--- src/rtl/core/svg_pkg.sv ---
// Shared constants, types and helper functions for the sphere vertex generator.
package svg_pkg;

  // Fixed-point formats and unit sizes
  localparam int unsigned ANGLE_FRAC_BITS = 16;
  localparam int unsigned CORDIC_STAGES   = 16;
  localparam int unsigned ATAN_ENTRIES    = 24;
  localparam int unsigned SHIFT_W         = $clog2(ATAN_ENTRIES);

  // Angle divider: quotient bits, divisor and remainder widths
  localparam int unsigned DEN_W  = 15;
  localparam int unsigned REM_W  = DEN_W + 1;
  localparam int unsigned QUO_W  = ANGLE_FRAC_BITS + 4;
  localparam int unsigned NUM_W  = QUO_W + REM_W;
  localparam int unsigned PROD_W = 19;

  // Q30 angle widths
  localparam int unsigned Q30_SHIFT = 30 - ANGLE_FRAC_BITS;
  localparam int unsigned AQ_W      = QUO_W + Q30_SHIFT;
  localparam int unsigned ZU_W      = 33;
  localparam int unsigned FOLD_W    = ZU_W + 2;
  localparam int unsigned Z_W       = 33;
  localparam int unsigned XY_W      = 32;

  // Output arithmetic widths
  localparam int unsigned DS_W  = 17;
  localparam int unsigned PX_W  = DS_W + XY_W;
  localparam int unsigned T_W   = 19;
  localparam int unsigned PM_W  = T_W + XY_W;
  localparam int unsigned SAT_W = PM_W - 31;

  // Angle scale factors (3.14 kept as 314/100)
  localparam int unsigned SEC_SCALE = 628;
  localparam int unsigned SPL_SCALE = 157;
  localparam int unsigned DEN_SCALE = 100;

  localparam logic [ZU_W-1:0] PI_Q30       = ZU_W'(64'd3373259426);
  localparam logic [ZU_W-1:0] HALF_PI_Q30  = ZU_W'(64'd1686629713);
  localparam logic [ZU_W-1:0] PI_3HALF_Q30 = ZU_W'(64'd5059889139);
  localparam logic [ZU_W-1:0] TWO_PI_Q30   = ZU_W'(64'd6746518852);
  localparam logic signed [XY_W-1:0] CORDIC_GAIN_Q30 = XY_W'(652032874);

  // Configuration registers
  localparam int unsigned PADDR_W   = 4;
  localparam int unsigned REG_IDX_W = 2;
  localparam logic [REG_IDX_W-1:0] REG_DIAMETER = 2'd0;
  localparam logic [REG_IDX_W-1:0] REG_SECTIONS = 2'd1;
  localparam logic [REG_IDX_W-1:0] REG_SPLICES  = 2'd2;

  localparam logic [15:0] DIAMETER_RESET = 16'd256;
  localparam logic [7:0]  SECTIONS_RESET = 8'd16;
  localparam logic [7:0]  SPLICES_RESET  = 8'd8;

  // Control bits that travel beside each request
  typedef struct packed {
    logic vld;
    logic err;
  } side_t;

  // Arctangent of 2^-idx in Q30
  function automatic logic [29:0] atan_q30(input logic [SHIFT_W-1:0] idx);
    logic [29:0] val;
    case (idx)
      5'd0:  val = 30'd843314857;
      5'd1:  val = 30'd497837830;
      5'd2:  val = 30'd263043837;
      5'd3:  val = 30'd133525159;
      5'd4:  val = 30'd67021687;
      5'd5:  val = 30'd33543516;
      5'd6:  val = 30'd16775851;
      5'd7:  val = 30'd8388437;
      5'd8:  val = 30'd4194283;
      5'd9:  val = 30'd2097149;
      5'd10: val = 30'd1048576;
      5'd11: val = 30'd524288;
      5'd12: val = 30'd262144;
      5'd13: val = 30'd131072;
      5'd14: val = 30'd65536;
      5'd15: val = 30'd32768;
      5'd16: val = 30'd16384;
      5'd17: val = 30'd8192;
      5'd18: val = 30'd4096;
      5'd19: val = 30'd2048;
      5'd20: val = 30'd1024;
      5'd21: val = 30'd512;
      5'd22: val = 30'd256;
      5'd23: val = 30'd128;
      default: val = 30'd0;
    endcase
    return val;
  endfunction

  // Clamp to the signed 16-bit range
  function automatic logic signed [15:0] sat16(input logic signed [SAT_W-1:0] v);
    logic signed [15:0] res;
    if (v > signed'(SAT_W'(32767))) begin
      res = 16'sd32767;
    end else if (v < signed'(SAT_W'(-32768))) begin
      res = -16'sd32768;
    end else begin
      res = v[15:0];
    end
    return res;
  endfunction

endpackage

--- src/rtl/core/svg_cordic_cell.sv ---
// One rotation-mode CORDIC micro-rotation, registered.
module svg_cordic_cell (
  input  logic                              clk_i,
  input  logic [svg_pkg::SHIFT_W-1:0]       shift_i,
  input  logic signed [svg_pkg::XY_W-1:0]   x_i,
  input  logic signed [svg_pkg::XY_W-1:0]   y_i,
  input  logic signed [svg_pkg::Z_W-1:0]    z_i,
  input  logic                              flip_i,
  output logic signed [svg_pkg::XY_W-1:0]   x_o,
  output logic signed [svg_pkg::XY_W-1:0]   y_o,
  output logic signed [svg_pkg::Z_W-1:0]    z_o,
  output logic                              flip_o
);

  logic signed [svg_pkg::XY_W-1:0] x_sh;
  logic signed [svg_pkg::XY_W-1:0] y_sh;
  logic signed [svg_pkg::Z_W-1:0]  atan_val;
  logic signed [svg_pkg::XY_W-1:0] x_q;
  logic signed [svg_pkg::XY_W-1:0] y_q;
  logic signed [svg_pkg::Z_W-1:0]  z_q;
  logic                            flip_q;

  assign x_sh     = x_i >>> shift_i;
  assign y_sh     = y_i >>> shift_i;
  assign atan_val = signed'(svg_pkg::Z_W'(svg_pkg::atan_q30(shift_i)));

  // Rotate toward zero residual angle
  always_ff @(posedge clk_i) begin
    if (!z_i[svg_pkg::Z_W-1]) begin
      x_q <= x_i - y_sh;
      y_q <= y_i + x_sh;
      z_q <= z_i - atan_val;
    end else begin
      x_q <= x_i + y_sh;
      y_q <= y_i - x_sh;
      z_q <= z_i + atan_val;
    end
    flip_q <= flip_i;
  end

  assign x_o    = x_q;
  assign y_o    = y_q;
  assign z_o    = z_q;
  assign flip_o = flip_q;

endmodule

--- config.mk ---
export PLATFORM = sky130hd
export DESIGN_NAME = svg_cordic_cell
export DESIGN_NICKNAME = d
export VERILOG_FILES = /design/src/rtl/core/svg_pkg.sv /design/src/rtl/core/svg_cordic_cell.sv
export SDC_FILE = /design/constraint.sdc
export NUM_CORES = 1
export LEC_CHECK = 0
export BUFFER_PORTS_ARGS = -buffer_cell sky130_fd_sc_hd__buf_2
export CAP_MARGIN = 40
export CORE_AREA = 2 2 190 192
export DETAILED_ROUTE_END_ITERATION = 8
export DIE_AREA = 0 0 192 194
export SYNTH_ARGS = -nofsm -noshare
export SYNTH_HDL_FRONTEND = slang
export SYNTH_SLANG_ARGS = --single-unit
export TNS_END_PERCENT = 1
--- constraint.sdc ---
create_clock -name clk_i -period 6.3 [get_ports clk_i]
set_clock_uncertainty 0.05 [all_clocks]
set_input_delay 0 -clock clk_i [delete_from_list [all_inputs] [get_ports clk_i]]
set_output_delay 0 -clock clk_i [all_outputs]
set_load 0.005 [all_outputs]
==> results of run 1 <==
## registers in the layout, summed over array words and instances, names as in the netlist
name	count
flip_o	1
z_o	33
x_o	32
y_o	32
## stage by stage
stage          total power [W]  setup WS [ns]  std cells
3_5_place_dp           0.00309          0.558       2319
5_1_grt                0.00399          0.391       2355
2_1_floorplan          0.00237           1.05       1698
6_report               0.00370          0.893       2356
4_1_cts                0.00371          0.950       2355
3_3_place_gp           0.00308          0.671       2318
## layer usage
metal	vias to the layer above	share of wire	GRT usage	routed length, µm
met2	729	0.46	0.435	23500
met5	-	0	0	0
met4	0	0.045	0.122	2300
met1	6892	0.41	0.349	21100
met3	141	0.089	0.0588	4580
li1	6788	-	-	-
## power groups by stage
stage | registers [W] | logic (W) | clock network [W]
5_1_grt | 0.000977 | 0.00238 | 0.000630
3_5_place_dp | 0.000964 | 0.00212 | 0
4_1_cts | 0.000954 | 0.00215 | 0.000603
6_report | 0.000949 | 0.00217 | 0.000580
2_1_floorplan | 0.00101 | 0.00136 | 0
3_3_place_gp | 0.000962 | 0.00211 | 0
## logic make-up (layout without fill, tap and decap cells)
| logic type | count (synthesis) | in the layout |
|---|---|---|
| compound gates | 503 | 503 |
| xor+xnor | 164 | 164 |
| fa+ha+maj | 108 | 108 |
| buf+inv | 150 | 346 |
| flops | 98 | 98 |
| mux | 163 | 163 |
| other cells | 0 | 1 |
| simple gates | 512 | 512 |
## what timing repair did
item / in CTS / in global routing
endpoints found under the hold margin: 21 / 0
resized for setup: 0 / 0
endpoints found under the setup margin: 0 / 0
hold buffers: 21 / 0
## layout make-up
cell class,count,area share
Antenna cell,1,0.000156
Clock buffer,11,0.0151
Clock inverter,4,0.00327
Inverter,55,0.0129
Multi-Input combinational cell,1450,0.708
Sequential cell,98,0.122
Tap cell,461,0.0359
Timing Repair Buffer,276,0.102
## worst min-delay path, stage by stage
cell,delay (ns)
buf_2,0.09
ha_1,0.22
xnor2_1,0.09
## final timing paths
check  depth (start not counted)  slack [ns]       to        from
max                           21        0.89  z_o[31]  shift_i[1]
min                            3        0.02   z_o[6]      z_i[6]
## layout by cell type, fill, tap and decap left out, types with 14 or more instances in the layout
cell and n:
and3_1 25, mux2i_1 49, xnor2_1 91, inv_1 52, mux2_2 26, ha_1 105
nand2b_1 18, buf_4 55, nor3_1 29, a21o_1 41, xor2_1 73, a21oi_1 142
nand2_1 134, nand3_1 38, dfxtp_1 98, o211ai_1 15, nor2b_1 29, dlygate4sd3_1 21
buf_2 198, o21ai_0 85, a31oi_1 39, o21bai_1 16, nor2_1 158, o21a_1 18
a211oi_1 14, mux4_2 85
==> results.py, run 1 <==
metrics = {
    "status": {
        "status": "complete, no violations",
    },
    "placement": {
        "place.gp.congestion": 1.04,
        "port_buffers": 201,
        "dp_hpwl_um": 40300,
        "dpl-instance-area_mm2": 0.0155,
    },
    "clock_tree": {
        "cts_buffers": 9,
        "clk_path_buf_depth": 2,
        "clock_sinks": 98,
        "ctsRootBufferMaster": "clkbuf_16",
        "post_cts_buffers": 0,
        "cts_tree": "yes",
        "clk_pin_slew_ns": 0.07,
        "cts_htree_levels": 3,
    },
    "timing": {
        "tightest_slew_ns": 0.935,
        "rsz0062_at_grt": "false",
        "drv_slew": 0,
        "fin_tns_setup_ns": 0,
        "hold_viol": 0,
        "setup_viol": 0,
        "fin_crit_sh": 0.858,
        "max_freq_ghz": 0.185,
        "hold_slack_ns": 0.0195,
        "fin_crit_ns": 5.41,
        "max_slew_margin": 0.373,
    },
    "detailed_routing": {
        "post-route-drc-count": 0,
        "via_per_inst": 6.18,
        "avgRoutedWirePerCell_um": 21.9,
        "drtIter0Drc": 1630,
        "vias": 14600,
        "drt-total-wl_um": 51500,
        "final_antenna_net_count": 0,
        "firstDrtPassIters": 6,
    },
    "global_routing": {
        "grt-ovfl-total": 0,
        "grt_max_degree": 50,
        "first_global_vias": 14100,
        "antenna_found_initial": 0,
        "grtUsageTotal": 0.272,
        "grt_first_pass_wirelength_um": 78800,
    },
    "run": {
        "drv_cap": 0,
    },
    "synth": {
        "synth_mux_area_frac": 0.196,
        "async_flop_share": 0,
        "ys_seq_area_frac": 0.140,
        "yosys.cell_types.count": 94,
        "yosys_warnings": 0,
        "synth_common_cells": "158 x nor2_1, 142 x a21oi_1, 134 x nand2_1",
        "synthCells": 1698,
        "synth-xor-area-share": 0.103,
        "post-synth-top-count-cell": "nor2_1",
        "synth_area_leaders": "dfxtp_1 14%, mux4_2 14%, ha_1 9.4%",
        "synth_top_family_by_area": "compound AO/OA/AOI/OAI gates",
        "synth_seq_cells": 98,
        "synth-main-ff-cell": "dfxtp_1",
        "synth_top_area_share": 0.140,
        "syn_avg_cell_area_um2": 8.23,
        "synth_edf_count": 0,
        "yosys.area.top_type": "dfxtp_1",
        "synth-compound-area-share": 0.237,
        "synthesis.area_mm2": 0.0140,
        "synth_adder_area_share": 0.0983,
        "synth_simple_gate_area_frac": 0.179,
        "synthesis.nets": 1910,
    },
    "floorplanning": {
        "initial_core_util": 0.397,
        "die_y_um": 194,
        "ios": 202,
        "rows": 69,
        "fp.dieW_um": 192,
        "core_area_mm2": 0.0352,
        "dieArea_mm2": 0.0372,
    },
    "setup_path": {
        "crit_buf_inv": 3,
        "cp.required_ns": 6.51,
        "worstPathArrival_ns": 5.62,
        "cp-start-kind": "input port",
        "crit_path_end_kind": "register",
        "crit_path_max_incr_delay_ns": 0.55,
        "critPathSlowestCell": "o41ai_1",
        "critical-path-top-delay-family": "compound AO/OA/AOI/OAI gates",
        "worst-setup-path-type": "input port to register",
        "crit_chain": "buf_4 > inv_2 > ha_1 > o21bai_1 > a21oi_1 > o41ai_1 > and3_1 > and3_1 > and2_0 > nand2_1 > nand2_1 > xnor2_1 > ha_1 > inv_1 > o21ai_0 > a21o_1 > a21o_1 > or3_1 > a31oi_1 > nor2_1 > o311ai_0",
        "path_max_fanout": 49,
    },
    "cells_and_area": {
        "nNetsFinal": 2102,
        "drive_above_1_share": 0.215,
        "multi_input_area_mm2": 0.0114,
        "fin_area_mm2": 0.0161,
        "nFillCells": 3587,
        "utilization": 0.456,
        "seq_area_mm2": 0.00196,
        "area_growth_pct": 14.9,
    },
    "min_path": {
        "hold_class": "input port to register",
    },
    "power": {
        "cell_internal_pwr_w": 0.00216,
        "switching_share": 0.415,
        "pwr-share-seq": 0.257,
        "p_per_area_mw_per_mm2": 230,
        "ir_drop_mv": 0.137,
        "combPwrFrac": 0.586,
        "clkPwrFrac": 0.157,
        "leakage_nw": 6.84,
        "p_switching_w": 0.00153,
    },
}
Power figures use the tool's default switching activity.
==> run 2, diff against run 1 <==
- CORE_AREA: 2 2 190 192 -> 2 2 188 190
- DIE_AREA: 0 0 192 194 -> 0 0 190 192
==> run 2 against run 1 <==
Net effect:
- fmax down 3.6%
- hold slack got worse by 0.0026 ns
- non-clock buffer count grew 10
- core utilization rose by 1.6 points
- clock power rose by 2%
- power rose by 0.58%
- via count up 0.13%
- routed wire length is 0.96% higher
- worst setup slack worse by 0.20 ns
- global-route usage up 0.82 points
- sequential share of layout area down 0.090 points
- first-iteration DRC count shrank 7.4%
- critical path type unchanged
- largest power group unchanged
==> results.py, run 2 (synthesis results as in run 1) <==
metrics = {
    "global_routing": {
        "grt_max_degree": 47,
        "grtUsageTotal": 0.280,
        "grt-ovfl-total": 0,
        "first_global_vias": 14100,
        "grt_first_pass_wirelength_um": 79200,
        "antenna_found_initial": 0,
    },
    "placement": {
        "place_ws_ns": 0.484,
        "port_buffers": 201,
        "dp_hpwl_um": 40600,
        "place.gp.congestion": 1.03,
    },
    "power": {
        "power_w": 0.00372,
        "p_per_area_mw_per_mm2": 230,
        "leakage_nw": 6.91,
        "ir_drop_mv": 0.157,
    },
    "setup_path": {
        "critical-path-top-delay-family": "simple AND/OR/NAND/NOR gates",
        "worst-path-stages": 20,
        "worst-setup-path-type": "input port to register",
        "crit_path_end_kind": "register",
        "cp.required_ns": 6.57,
        "path_max_fanout": 45,
        "crit_path_end": "y_o[29]",
        "critPathSlowestCell": "or4b_1",
        "worstSetupStartpoint": "shift_i[0]",
        "worstPathArrival_ns": 5.88,
        "crit_chain": "buf_6 > buf_12 > mux4_2 > mux2i_1 > o221ai_1 > or4b_1 > nor3_1 > and2_1 > a21oi_1 > xor2_1 > ha_1 > and3_1 > and2_1 > a221oi_1 > and2_1 > o31a_1 > o21ai_0 > a41oi_1 > nor2b_1 > xnor2_1",
        "crit_buf_inv": 2,
        "cp-start-kind": "input port",
        "cpMostUsedCell": "and2_1",
        "crit_path_max_incr_delay_ns": 0.65,
    },
    "clock_tree": {
        "cts_buffers": 9,
        "ctsRootBufferMaster": "clkbuf_16",
        "cts_hold_buf": 29,
        "clk_pin_slew_ns": 0.07,
        "ctsResizeCount": 0,
        "post_cts_buffers": 0,
        "cts_tree": "yes",
        "clk_path_buf_depth": 2,
        "clock_sinks": 98,
        "cts_htree_levels": 3,
    },
    "cells_and_area": {
        "layout_commonest_cell": "buf_2",
        "area_growth_pct": 15.7,
        "final_cell_mix": "198 x buf_2, 158 x nor2_1, 142 x a21oi_1, 134 x nand2_1, 105 x ha_1",
        "largest_reg_flops": 33,
        "drive_above_1_share": 0.216,
        "nNetsFinal": 2112,
        "antenna-diode-count": 0,
    },
    "detailed_routing": {
        "drtIter0Drc": 1510,
        "firstDrtPassIters": 5,
        "via_per_inst": 6.18,
        "drt-total-wl_um": 52000,
        "avgRoutedWirePerCell_um": 22.0,
        "vias": 14600,
        "post-route-drc-count": 0,
        "final_antenna_net_count": 0,
    },
    "floorplanning": {
        "die_y_um": 192,
        "core_area_mm2": 0.0343,
        "fp.dieW_um": 190,
        "dieArea_mm2": 0.0365,
        "initial_core_util": 0.408,
        "rows": 68,
        "ios": 202,
    },
    "timing": {
        "tightest_slew_ns": 0.800,
        "rsz0062_at_grt": "false",
        "fin_ws_ns": 0.689,
        "drv_slew": 0,
        "setup_viol": 0,
        "hold_slack_ns": 0.0169,
        "hold_viol": 0,
        "max_freq_ghz": 0.178,
        "fin_tns_setup_ns": 0,
        "max_slew_margin": 0.459,
        "fin_crit_sh": 0.891,
        "fin_crit_ns": 5.61,
    },
    "min_path": {
        "hold_class": "input port to register",
    },
    "run": {
        "drv_cap": 0,
    },
    "status": {
        "status": "complete, no violations",
    },
}
==> run 2: where the power goes <==
group / leakage (nW) / total [W] / internal, W / switching (W)
Combinational: 5.94 / 0.00218 / 0.000969 / 0.00121
Sequential: 0.827 / 0.000948 / 0.000889 / 0.0000586
Clock: 0.148 / 0.000589 / 0.000327 / 0.000263
Total: 6.91 / 0.00372 / 0.00219 / 0.00153
==> run 2: area by class of cell <==
cell class                      count  area [µm²]
Timing Repair Buffer              286        1770
Tap cell                          455         569
Clock buffer                       11         253
Clock inverter                      4        51.3
Inverter                           55         206
Fill cell                        3363       18100
Sequential cell                    98        1960
Multi-Input combinational cell   1450       11400
==> run 2: layer usage <==
metal / GRT usage / vias to the layer above / wire (µm)
met5: 0 / - / 0
met4: 0.143 / 0 / 2420
met3: 0.0501 / 153 / 4460
met2: 0.465 / 770 / 24100
met1: 0.348 / 6842 / 21000
li1: - / 6804 / -
==> run 2: how the worst min path moves through the flow <==
stage          startpoint      end  slack [ns]  cells past startpoint
2_1_floorplan      flip_i   flip_o       -0.02                      0
3_3_place_gp       flip_i   flip_o        0.05                      1
3_5_place_dp       flip_i   flip_o        0.06                      1
4_1_cts           z_i[21]  z_o[21]       0.002                      3
5_1_grt           z_i[11]  z_o[11]        0.05                      3
6_report           z_i[4]   z_o[4]        0.02                      4
==> run 2: through the flow <==
stage	instance area [µm²]	utilization	instances
floorplan	14000	-	1698
global placement	15600	0.454	2314
detailed placement	15600	0.454	2315
CTS	16200	0.472	2359
global route	16200	0.472	2359
finish	16200	0.472	2359
