File: config.mk
export PLATFORM = sky130hd
export DESIGN_NAME = svg_div_cell
export DESIGN_NICKNAME = d
export VERILOG_FILES = /design/src/rtl/core/svg_pkg.sv /design/src/rtl/core/svg_div_cell.sv
export SDC_FILE = /design/constraint.sdc
export NUM_CORES = 1
export LEC_CHECK = 0
export BUFFER_PORTS_ARGS = -buffer_cell sky130_fd_sc_hd__buf_2
export CELL_PAD_IN_SITES_DETAIL_PLACEMENT = 0
export CELL_PAD_IN_SITES_GLOBAL_PLACEMENT = 1
export CORE_ASPECT_RATIO = 1.5
export CORE_MARGIN = 4
export CORE_UTILIZATION = 33
export DETAILED_ROUTE_END_ITERATION = 6
export PLACE_DENSITY_LB_ADDON = 0.1
export SLEW_MARGIN = 20
export SYNTH_ARGS = -nofsm -noshare
export SYNTH_HDL_FRONTEND = slang
export SYNTH_SLANG_ARGS = --single-unit
File: constraint.sdc
create_clock -name clk_i -period 2.3 [get_ports clk_i]
set_clock_uncertainty 0.05 [all_clocks]
set_input_delay 0.23 -clock clk_i [delete_from_list [all_inputs] [get_ports clk_i]]
set_output_delay 0.23 -clock clk_i [all_outputs]
set_load 0.005 [all_outputs]
File: src/rtl/core/svg_pkg.sv
// Shared constants, types and helper functions for the sphere vertex generator.
package svg_pkg;

  // Fixed-point formats and unit sizes
  localparam int unsigned ANGLE_FRAC_BITS = 16;
  localparam int unsigned CORDIC_STAGES   = 16;
  localparam int unsigned ATAN_ENTRIES    = 24;
  localparam int unsigned SHIFT_W         = $clog2(ATAN_ENTRIES);

  // Angle divider: quotient bits, divisor and remainder widths
  localparam int unsigned DEN_W  = 15;
  localparam int unsigned REM_W  = DEN_W + 1;
  localparam int unsigned QUO_W  = ANGLE_FRAC_BITS + 4;
  localparam int unsigned NUM_W  = QUO_W + REM_W;
  localparam int unsigned PROD_W = 19;

  // Q30 angle widths
  localparam int unsigned Q30_SHIFT = 30 - ANGLE_FRAC_BITS;
  localparam int unsigned AQ_W      = QUO_W + Q30_SHIFT;
  localparam int unsigned ZU_W      = 33;
  localparam int unsigned FOLD_W    = ZU_W + 2;
  localparam int unsigned Z_W       = 33;
  localparam int unsigned XY_W      = 32;

  // Output arithmetic widths
  localparam int unsigned DS_W  = 17;
  localparam int unsigned PX_W  = DS_W + XY_W;
  localparam int unsigned T_W   = 19;
  localparam int unsigned PM_W  = T_W + XY_W;
  localparam int unsigned SAT_W = PM_W - 31;

  // Angle scale factors (3.14 kept as 314/100)
  localparam int unsigned SEC_SCALE = 628;
  localparam int unsigned SPL_SCALE = 157;
  localparam int unsigned DEN_SCALE = 100;

  localparam logic [ZU_W-1:0] PI_Q30       = ZU_W'(64'd3373259426);
  localparam logic [ZU_W-1:0] HALF_PI_Q30  = ZU_W'(64'd1686629713);
  localparam logic [ZU_W-1:0] PI_3HALF_Q30 = ZU_W'(64'd5059889139);
  localparam logic [ZU_W-1:0] TWO_PI_Q30   = ZU_W'(64'd6746518852);
  localparam logic signed [XY_W-1:0] CORDIC_GAIN_Q30 = XY_W'(652032874);

  // Configuration registers
  localparam int unsigned PADDR_W   = 4;
  localparam int unsigned REG_IDX_W = 2;
  localparam logic [REG_IDX_W-1:0] REG_DIAMETER = 2'd0;
  localparam logic [REG_IDX_W-1:0] REG_SECTIONS = 2'd1;
  localparam logic [REG_IDX_W-1:0] REG_SPLICES  = 2'd2;

  localparam logic [15:0] DIAMETER_RESET = 16'd256;
  localparam logic [7:0]  SECTIONS_RESET = 8'd16;
  localparam logic [7:0]  SPLICES_RESET  = 8'd8;

  // Control bits that travel beside each request
  typedef struct packed {
    logic vld;
    logic err;
  } side_t;

  // Arctangent of 2^-idx in Q30
  function automatic logic [29:0] atan_q30(input logic [SHIFT_W-1:0] idx);
    logic [29:0] val;
    case (idx)
      5'd0:  val = 30'd843314857;
      5'd1:  val = 30'd497837830;
      5'd2:  val = 30'd263043837;
      5'd3:  val = 30'd133525159;
      5'd4:  val = 30'd67021687;
      5'd5:  val = 30'd33543516;
      5'd6:  val = 30'd16775851;
      5'd7:  val = 30'd8388437;
      5'd8:  val = 30'd4194283;
      5'd9:  val = 30'd2097149;
      5'd10: val = 30'd1048576;
      5'd11: val = 30'd524288;
      5'd12: val = 30'd262144;
      5'd13: val = 30'd131072;
      5'd14: val = 30'd65536;
      5'd15: val = 30'd32768;
      5'd16: val = 30'd16384;
      5'd17: val = 30'd8192;
      5'd18: val = 30'd4096;
      5'd19: val = 30'd2048;
      5'd20: val = 30'd1024;
      5'd21: val = 30'd512;
      5'd22: val = 30'd256;
      5'd23: val = 30'd128;
      default: val = 30'd0;
    endcase
    return val;
  endfunction

  // Clamp to the signed 16-bit range
  function automatic logic signed [15:0] sat16(input logic signed [SAT_W-1:0] v);
    logic signed [15:0] res;
    if (v > signed'(SAT_W'(32767))) begin
      res = 16'sd32767;
    end else if (v < signed'(SAT_W'(-32768))) begin
      res = -16'sd32768;
    end else begin
      res = v[15:0];
    end
    return res;
  endfunction

endpackage

File: src/rtl/core/svg_div_cell.sv
// One restoring-division cell: develops one quotient bit per clock.
module svg_div_cell (
  input  logic                       clk_i,
  input  logic [svg_pkg::DEN_W-1:0]  den_i,
  input  logic [svg_pkg::REM_W-1:0]  rem_i,
  input  logic [svg_pkg::QUO_W-1:0]  nq_i,
  output logic [svg_pkg::REM_W-1:0]  rem_o,
  output logic [svg_pkg::QUO_W-1:0]  nq_o
);

  logic [svg_pkg::REM_W-1:0] rem_shift;
  logic [svg_pkg::REM_W-1:0] rem_diff;
  logic                      take;
  logic [svg_pkg::REM_W-1:0] rem_q;
  logic [svg_pkg::QUO_W-1:0] nq_q;

  // Shift in the next dividend bit and try the subtract
  assign rem_shift = {rem_i[svg_pkg::REM_W-2:0], nq_i[svg_pkg::QUO_W-1]};
  assign take      = rem_shift >= {1'b0, den_i};
  assign rem_diff  = rem_shift - {1'b0, den_i};

  // Hand the partial remainder and the quotient bits to the next cell
  always_ff @(posedge clk_i) begin
    rem_q <= take ? rem_diff : rem_shift;
    nq_q  <= {nq_i[svg_pkg::QUO_W-2:0], take};
  end

  assign rem_o = rem_q;
  assign nq_o  = nq_q;

endmodule

==> results_dict.tcl, run 1 <==
set metrics [dict create \
    power_density_mw_per_mm2 616.1 \
    place_congestion 0.8029 \
    antenna_found_initial 0 \
    irDropWorstVdd_mv 0.2513 \
    syn_area_mm2 0.001842 \
    fin_nets 394 \
    avgRoutedWirePerCell_um 12.45 \
    critPathKind "in -> reg" \
    placed_area_mm2 0.002437 \
    synth_nets 270 \
    syn_to_final_growth_pct 47.42 \
    endpoint_kind "flip-flop" \
    synth_edf_count 0 \
    grt_max_degree 13 \
    fin_area_mm2 0.002715 \
    wirelength_mm 4.941 \
    core-area_mm2 0.005450 \
    numCtsBuffers 5 \
    min_path_type "in -> reg" \
    die_w_um 69.00 \
    ys.flop_type "dfxtp_1" \
    setup_viol 0 \
    syn_area_per_cell_um2 9.118 \
    yosysTopAreaCellShare_pct 39.13 \
    min_period_ps 1969 \
    synthAdderAreaFrac_pct 11.28 \
    start_kind "primary input" \
    async_reset_ff_share_pct 0 \
    clock_path_buffers 2 \
    start_util_pct 33.79 \
    ys_seq_area_share_pct 39.13 \
    grt.total_usage_pct 14.99 \
    layout-drive-gt1-share_pct 36.70 \
    grt_pass1_vias 1865 \
    via_per_inst 4.602 \
    synth-compound-area-share_pct 23.71 \
    antenna_cells 0 \
    p_leak_nw 1.418 \
    synth_largest_area_cell "dfxtp_1" \
    status "complete, no violations" \
    synthTopCellsByArea "dfxtp_1, ha_1, nand2_1" \
    ant_nets 0 \
    num_rows 33 \
    synth_top_family_by_area "compound AO/OA/AOI/OAI gates" \
    grt_first_pass_wirelength_mm 7.900 \
    h-tree-depth 2 \
    final.setup.tns_ps 0 \
    synth-xor-area-share_pct 4.280 \
    vias 1827 \
    synth_most_common_cell "dfxtp_1" \
    hold_slack_ps 98.33 \
    synth_top_cells_by_count "dfxtp_1, nand2_1, inv_1, ha_1, o21ai_0" \
    dieHeight_um 99.50 \
    crit_arrival_ps 2100 \
    syn_inst 202 \
    muxShareOfSynthArea_pct 1.766 \
    fmax_mhz 507.8 \
    slew_headroom_pct 72.79 \
    dp_hpwl_mm 3.867 \
    grt_setup_unrepaired "false" \
    drt_iter0_markers 26 \
    worstPathRequired_ps 2430 \
    synth.distinct_cells 42 \
    slew_violations 0 \
    dieArea_mm2 0.006865 \
    tightest_slew_ps 408.1 \
    ioPinCount 88 \
    yosys.area_share.simple_pct 12.64 \
    clkSinkCount 36 \
    ys_seq_elements 36 \
    path_max_fanout 7 \
    drc 0 \
    ys_warn_count 0 \
    finalCritPeriodShare_pct 85.61 \
    cts_tree "yes" \
    total_power_w 0.001673 \
    maxCapViolations 0 \
    io_buffers 86 \
    firstDrtPassIters 4 \
    clkTransAtPathRegs_ps 80 \
    grt_remaining_overflow 0 \
    hold_viol 0 \
    root_buffer "clkbuf_8" \
    cts_resized 0 \
]
==> sequential cells by signal (all words and copies together), names as in the netlist <==
register,flops
nq_o,20
rem_o,16
==> where the power goes <==
| part | switching, W | leakage (nW) | internal, W |
|---|---|---|---|
| clock | 0.000233 | 0.0479 | 0.000211 |
| combinational | 0.000245 | 1.07 | 0.000265 |
| sequential | 0.0000156 | 0.304 | 0.000703 |
| total | 0.000494 | 1.42 | 0.00118 |
==> what timing repair did <==
item | 4_1_cts | 5_1_grt
hold buffers | 19 | 0
setup buffers | 0 | 0
hold endpoints to repair | 19 | 0
==> final cells by class <==
| class | count | area [um2] |
|---|---|---|
| clock buffer | 5 | 68.82 |
| clock inverter | 3 | 18.77 |
| fill | 571 | 2735 |
| inverter | 22 | 82.58 |
| multi-input combinational | 139 | 988.4 |
| sequential | 36 | 720.7 |
| tap | 70 | 87.58 |
| timing repair buffer | 122 | 748.2 |
==> layout by cell type (no fill, tap or decap), types with 2 or more instances in the layout <==
cell type,Yosys,final
nor2b_1,4,4
dfxtp_1,36,36
clkbuf_8,0,5
a211o_1,2,2
nand4_1,2,2
a21o_1,6,6
nand2_1,24,24
o21bai_1,4,4
inv_1,21,21
o31ai_1,3,3
o21ai_1,8,8
a311oi_1,3,3
and3_1,2,2
dlygate4sd3_1,0,19
xor2_1,4,4
xnor2_1,5,5
ha_1,15,15
nor3b_1,3,3
a221o_1,2,2
a21oi_1,8,8
buf_4,0,17
mux2_2,2,2
a31oi_1,2,2
nor2_1,8,8
a21oi_2,2,2
buf_2,1,86
clkinv_2,0,2
o211a_1,2,2
o21ai_0,12,12
o21a_1,2,2
==> per-layer routing <==
layer  routed length (um)  share of wire (%)  GRT usage, %  vias to the layer above
li1                     -                  -             -                      954
met1                 1858                 38         14.59                      805
met2                 2635                 53         28.46                       57
met3                  339                6.9         3.503                       11
met4                  107                2.2         6.306                        0
met5                    0                  0             0                        -
==> metrics by stage <==
stage               worst slack, ps  util [%]  cells
global route                  108.0     49.82    397
detailed placement            28.98     44.72    370
finish                        330.9     49.82    397
global placement            -0.1845     44.72    370
CTS                           314.7     49.82    397
floorplan                     295.6         -    202
==> worst max-delay path, stage by stage <==
cell and delay, ps:
buf_2 90, inv_1 40, ha_1 200, fa_1 380, nor2b_1 160, o21ai_0 140
a31oi_1 230, buf_4 150, o31ai_4 90, inv_2 80, mux2_2 310
==> cells by family (layout without fill, tap and decap cells) <==
| kind of cell | count (synthesis) | count (layout) |
|---|---|---|
| AO/OA/AOI/OAI | 62 | 62 |
| XOR/XNOR | 9 | 9 |
| adder cells (fa/ha/maj) | 16 | 16 |
| buffers and inverters | 27 | 152 |
| flip-flops | 36 | 36 |
| multiplexers | 3 | 3 |
| AND/OR/NAND/NOR | 49 | 49 |
==> path summary, 6_finish.rpt <==
path / start / end / slack (ps) / depth (start not counted)
setup / recovery: nq_i[19] / rem_o[10] / 330 / 11
hold / removal: rem_i[4] / rem_o[5] / 100 / 3
(Power assumes the default switching activity.)
==> inputs of run 2 (changes only) <==
Clock period 2.3 ns to 2.1 ns, I/O delays scaled along.
==> results_dict.tcl, run 2 (synthesis results as in run 1) <==
set metrics [dict create \
    post_cts_buffers 0 \
    finalCritPeriodShare_pct 94.23 \
    min_period_ps 1979 \
    final_common_cell "buf_2" \
    hold_slack_ps 83.47 \
    clock_path_buffers 2 \
    swShare_pct 29.15 \
    drt_iter0_markers 55 \
    fmax_mhz 505.4 \
    setup_viol 0 \
    layout-drive-gt1-share_pct 40.00 \
    grt.total_usage_pct 14.83 \
    via_per_inst 4.506 \
    ant_nets 0 \
    h-tree-depth 2 \
    grt_pass1_vias 1824 \
    placed_area_mm2 0.002572 \
    final_cell_mix "buf_2, dfxtp_1, buf_4, nand2_1, inv_1" \
    critPathKind "in -> reg" \
    clkSinkCount 36 \
    vias 1870 \
    p_leak_nw 1.505 \
    largest_reg_flops 20 \
    grt_first_pass_wirelength_mm 7.700 \
    tightest_slew_ps 382.8 \
    status "complete, no violations" \
    cts_tree "yes" \
    num_rows 33 \
    power_frac_seq_pct 42.0 \
    antenna_cells 0 \
    antenna_found_initial 0 \
    maxCapViolations 0 \
    start_util_pct 33.79 \
    die_w_um 69.00 \
    dieArea_mm2 0.006865 \
    ioPinCount 88 \
    io_buffers 86 \
    avgRoutedWirePerCell_um 11.93 \
    grt_setup_unrepaired "true" \
    fin_nets 412 \
    p_comb_share_pct 32.1 \
    hold_viol 0 \
    grt_max_degree 13 \
    wirelength_mm 4.953 \
    slew_headroom_pct 73.82 \
    fin_area_mm2 0.002850 \
    dp_hpwl_mm 3.898 \
    endpoint_kind "flip-flop" \
    firstDrtPassIters 4 \
    drc 0 \
    slew_violations 0 \
    intPower_w 0.001326 \
    min_path_type "in -> reg" \
    syn_to_final_growth_pct 54.76 \
    clkTransAtPathRegs_ps 80 \
    crit_arrival_ps 2130 \
    worstPathRequired_ps 2260 \
    path_max_fanout 2 \
    place_congestion 0.7843 \
    core-area_mm2 0.005450 \
    grt_remaining_overflow 0 \
    power_switching_w 0.0005456 \
    p_clk_share_pct 25.9 \
    irDropWorstVdd_mv 0.2285 \
    dieHeight_um 99.50 \
    power_density_mw_per_mm2 656.7 \
    root_buffer "clkbuf_8" \
    start_kind "primary input" \
    postLayoutCoreUtil_pct 52.30 \
    numCtsBuffers 5 \
]
run 2: metal layers:
layer	wire [um]	global-route usage, %
met4	78	6.156
met3	344	3.729
met1	1859	14.71
met2	2671	27.72
met5	0	0
run 2: through the flow:
stage	total power [W]	worst slack (ps)	cells	TNS (ps)
floorplan	0.001122	115.6	202	0
global placement	0.001381	-141.0	388	-1071
detailed placement	0.001383	-163.2	388	-1403
CTS	0.001910	121.8	415	0
global route	0.002008	-11.78	415	-11.78
finish	0.001872	121.2	415	0
run 2: what timing repair did:
action | CTS | global route
hold buffers | 19 | 0
endpoints found under the setup margin | 0 | 2
gates resized for setup | 0 | 1
hold endpoints to repair | 19 | 0
run 2: path summary, 6_finish.rpt:
check | startpoint | to | slack, ps | depth (start not counted)
setup / recovery | den_i[0] | rem_o[14] | 120 | 10
hold / removal | rem_i[8] | rem_o[9] | 80 | 3
run 2: layout make-up:
type / count / area (um2)
clock inverter: 3 / 18.77
multi-input combinational: 139 / 988.4
inverter: 22 / 82.58
timing repair buffer: 140 / 883.3
tap: 70 / 87.58
clock buffer: 5 / 68.82
sequential: 36 / 720.7
fill: 539 / 2600
run 2: critical path: stages:
cell	delay, ps
buf_2	100
ha_1	210
fa_1	410
nor2b_1	190
buf_4	140
o21ai_0	110
a21oi_1	240
o21bai_1	140
nor3b_1	150
o31ai_1	210
run 2: power by group through the flow:
stage               Clock, W  Sequential (W)  Combinational (W)
CTS                 0.000512        0.000787           0.000610
floorplan                  0        0.000820           0.000301
finish              0.000485        0.000787           0.000600
global placement           0        0.000802           0.000579
detailed placement         0        0.000803           0.000580
global route        0.000540        0.000795           0.000673
==> inputs of run 3 (changes only) <==
Settings changed: RECOVER_POWER set to 100.
==> results_dict.tcl, run 3 (synthesis results as in run 1) <==
set metrics [dict create \
    p_clk_share_pct 26.1 \
    maxCapViolations 0 \
    antenna_found_initial 0 \
    fin_area_mm2 0.002821 \
    layout.area.seq_um2 720.7 \
    power_density_mw_per_mm2 659.6 \
    final_cell_mix "buf_2, dfxtp_1, buf_4, nand2_1, inv_1" \
    p_leak_nw 1.445 \
    fmax_mhz 506.1 \
    swShare_pct 29.38 \
    fin_nets 412 \
    grt_max_degree 13 \
    multi_input_area_um2 988.4 \
    root_buffer "clkbuf_8" \
    crit_arrival_ps 2130 \
    clkSinkCount 36 \
    crit_buf_inv 2 \
    firstDrtPassIters 4 \
    num_rows 33 \
    endpoint_kind "flip-flop" \
    cts_tree "yes" \
    finalCritPeriodShare_pct 94.09 \
    via_per_inst 4.484 \
    grt_remaining_overflow 0 \
    die_w_um 69.00 \
    grt_setup_unrepaired "true" \
    nFillCells 553 \
    slew_violations 0 \
    ioPinCount 88 \
    place_inst 388 \
    total_power_w 0.001861 \
    dieArea_mm2 0.006865 \
    syn_to_final_growth_pct 53.19 \
    p_comb_share_pct 31.6 \
    h-tree-depth 2 \
    slew_headroom_pct 74.04 \
    slowest_stage "fa_1" \
    cp_cell_sequence "buf_2 -> ha_1 -> fa_1 -> nor2b_1 -> buf_4 -> o21ai_0 -> a21oi_1 -> o21bai_1 -> nor3b_1 -> o31ai_1" \
    core-area_mm2 0.005450 \
    cpPeakStageDelay_ps 410 \
    layout-drive-gt1-share_pct 33.91 \
    grt_pass1_vias 1824 \
    clkTransAtPathRegs_ps 80 \
    critPathKind "in -> reg" \
    path_max_fanout 2 \
    clock_path_buffers 2 \
    hold_viol 0 \
    largest_reg_flops 20 \
    grt_first_pass_wirelength_mm 7.700 \
    crit_family "compound AO/OA/AOI/OAI gates" \
    final_common_cell "buf_2" \
    numCtsBuffers 5 \
    drt_iter0_markers 52 \
    min_path_type "in -> reg" \
    power_switching_w 0.0005468 \
    ant_nets 0 \
    avgRoutedWirePerCell_um 12.01 \
    dp_hpwl_mm 3.898 \
    dieHeight_um 99.50 \
    worstPathRequired_ps 2260 \
    setup_viol 0 \
    status "complete, no violations" \
    min_period_ps 1976 \
    vias 1861 \
    antenna_cells 0 \
    postLayoutCoreUtil_pct 51.77 \
    grt.total_usage_pct 14.83 \
    placed_area_mm2 0.002572 \
    start_util_pct 33.79 \
    finalNonFillerCells 415 \
    drc 0 \
    power_frac_seq_pct 42.4 \
    io_buffers 86 \
    wirelength_mm 4.984 \
    place_congestion 0.7843 \
    post_cts_buffers 0 \
    start_kind "primary input" \
    irDropWorstVdd_mv 0.2283 \
    tightest_slew_ps 379.6 \
    intPower_w 0.001314 \
]
==> run 3: changes by cell type in the layout (fill, tap and decap cells not counted), sizes merged <==
cell	before	now
buf	121	98
clkbuf	5	28
==> run 3: through the flow <==
| stage | hold slack [ps] | TNS, ps | setup WS (ps) |
|---|---|---|---|
| after floorplan | 187.7 | 0 | 115.6 |
| after global placement | 262.5 | -1071 | -141.0 |
| after detailed placement | 263.8 | -1403 | -163.2 |
| after CTS | 73.12 | 0 | 121.8 |
| after global routing | 79.77 | -11.78 | -11.78 |
| final | 78.68 | 0 | 124.1 |
==> run 3: power groups by stage <==
stage	registers [W]	logic (W)	clock network, W
floorplan	0.000820	0.000301	0
global placement	0.000802	0.000579	0
detailed placement	0.000803	0.000580	0
CTS	0.000787	0.000610	0.000512
global route	0.000796	0.000660	0.000540
finish	0.000788	0.000588	0.000485
==> run 3: timing repair <==
action / in CTS / in global routing
hold buffers: 19 / 0
gates resized for setup: 0 / 1
endpoints found under the setup margin: 0 / 2
hold endpoints to repair: 19 / 0
==> run 3: final timing paths <==
kind	start	end	slack, ps	depth (start not counted)
setup / recovery	den_i[0]	rem_o[14]	120	10
hold / removal	rem_i[8]	rem_o[9]	80	3
==> run 3: layer usage <==
metal  wire (um)  up-vias  share of wire, %  track usage (%)
met1        1914      819                38            14.71
met5           0        -                 0                0
met3         321        7               6.4            3.729
met2        2669       51                54            27.72
met4          78        0               1.6            6.156
li1            -      984                 -                -
==> run 3: area by class of cell <==
type,count,share of cell area [%]
clock buffers,5,2.439
clock inverters,3,0.6652
inverters,22,2.927
multi-input cells,139,35.03
flip-flops and latches,36,25.54
well taps,70,3.104
repair buffers,140,30.29
==> run 3: tightest hold or removal path, cell delays in order <==
cell,delay (ps)
buf_2,90
nand2_1,40
o21ai_0,50
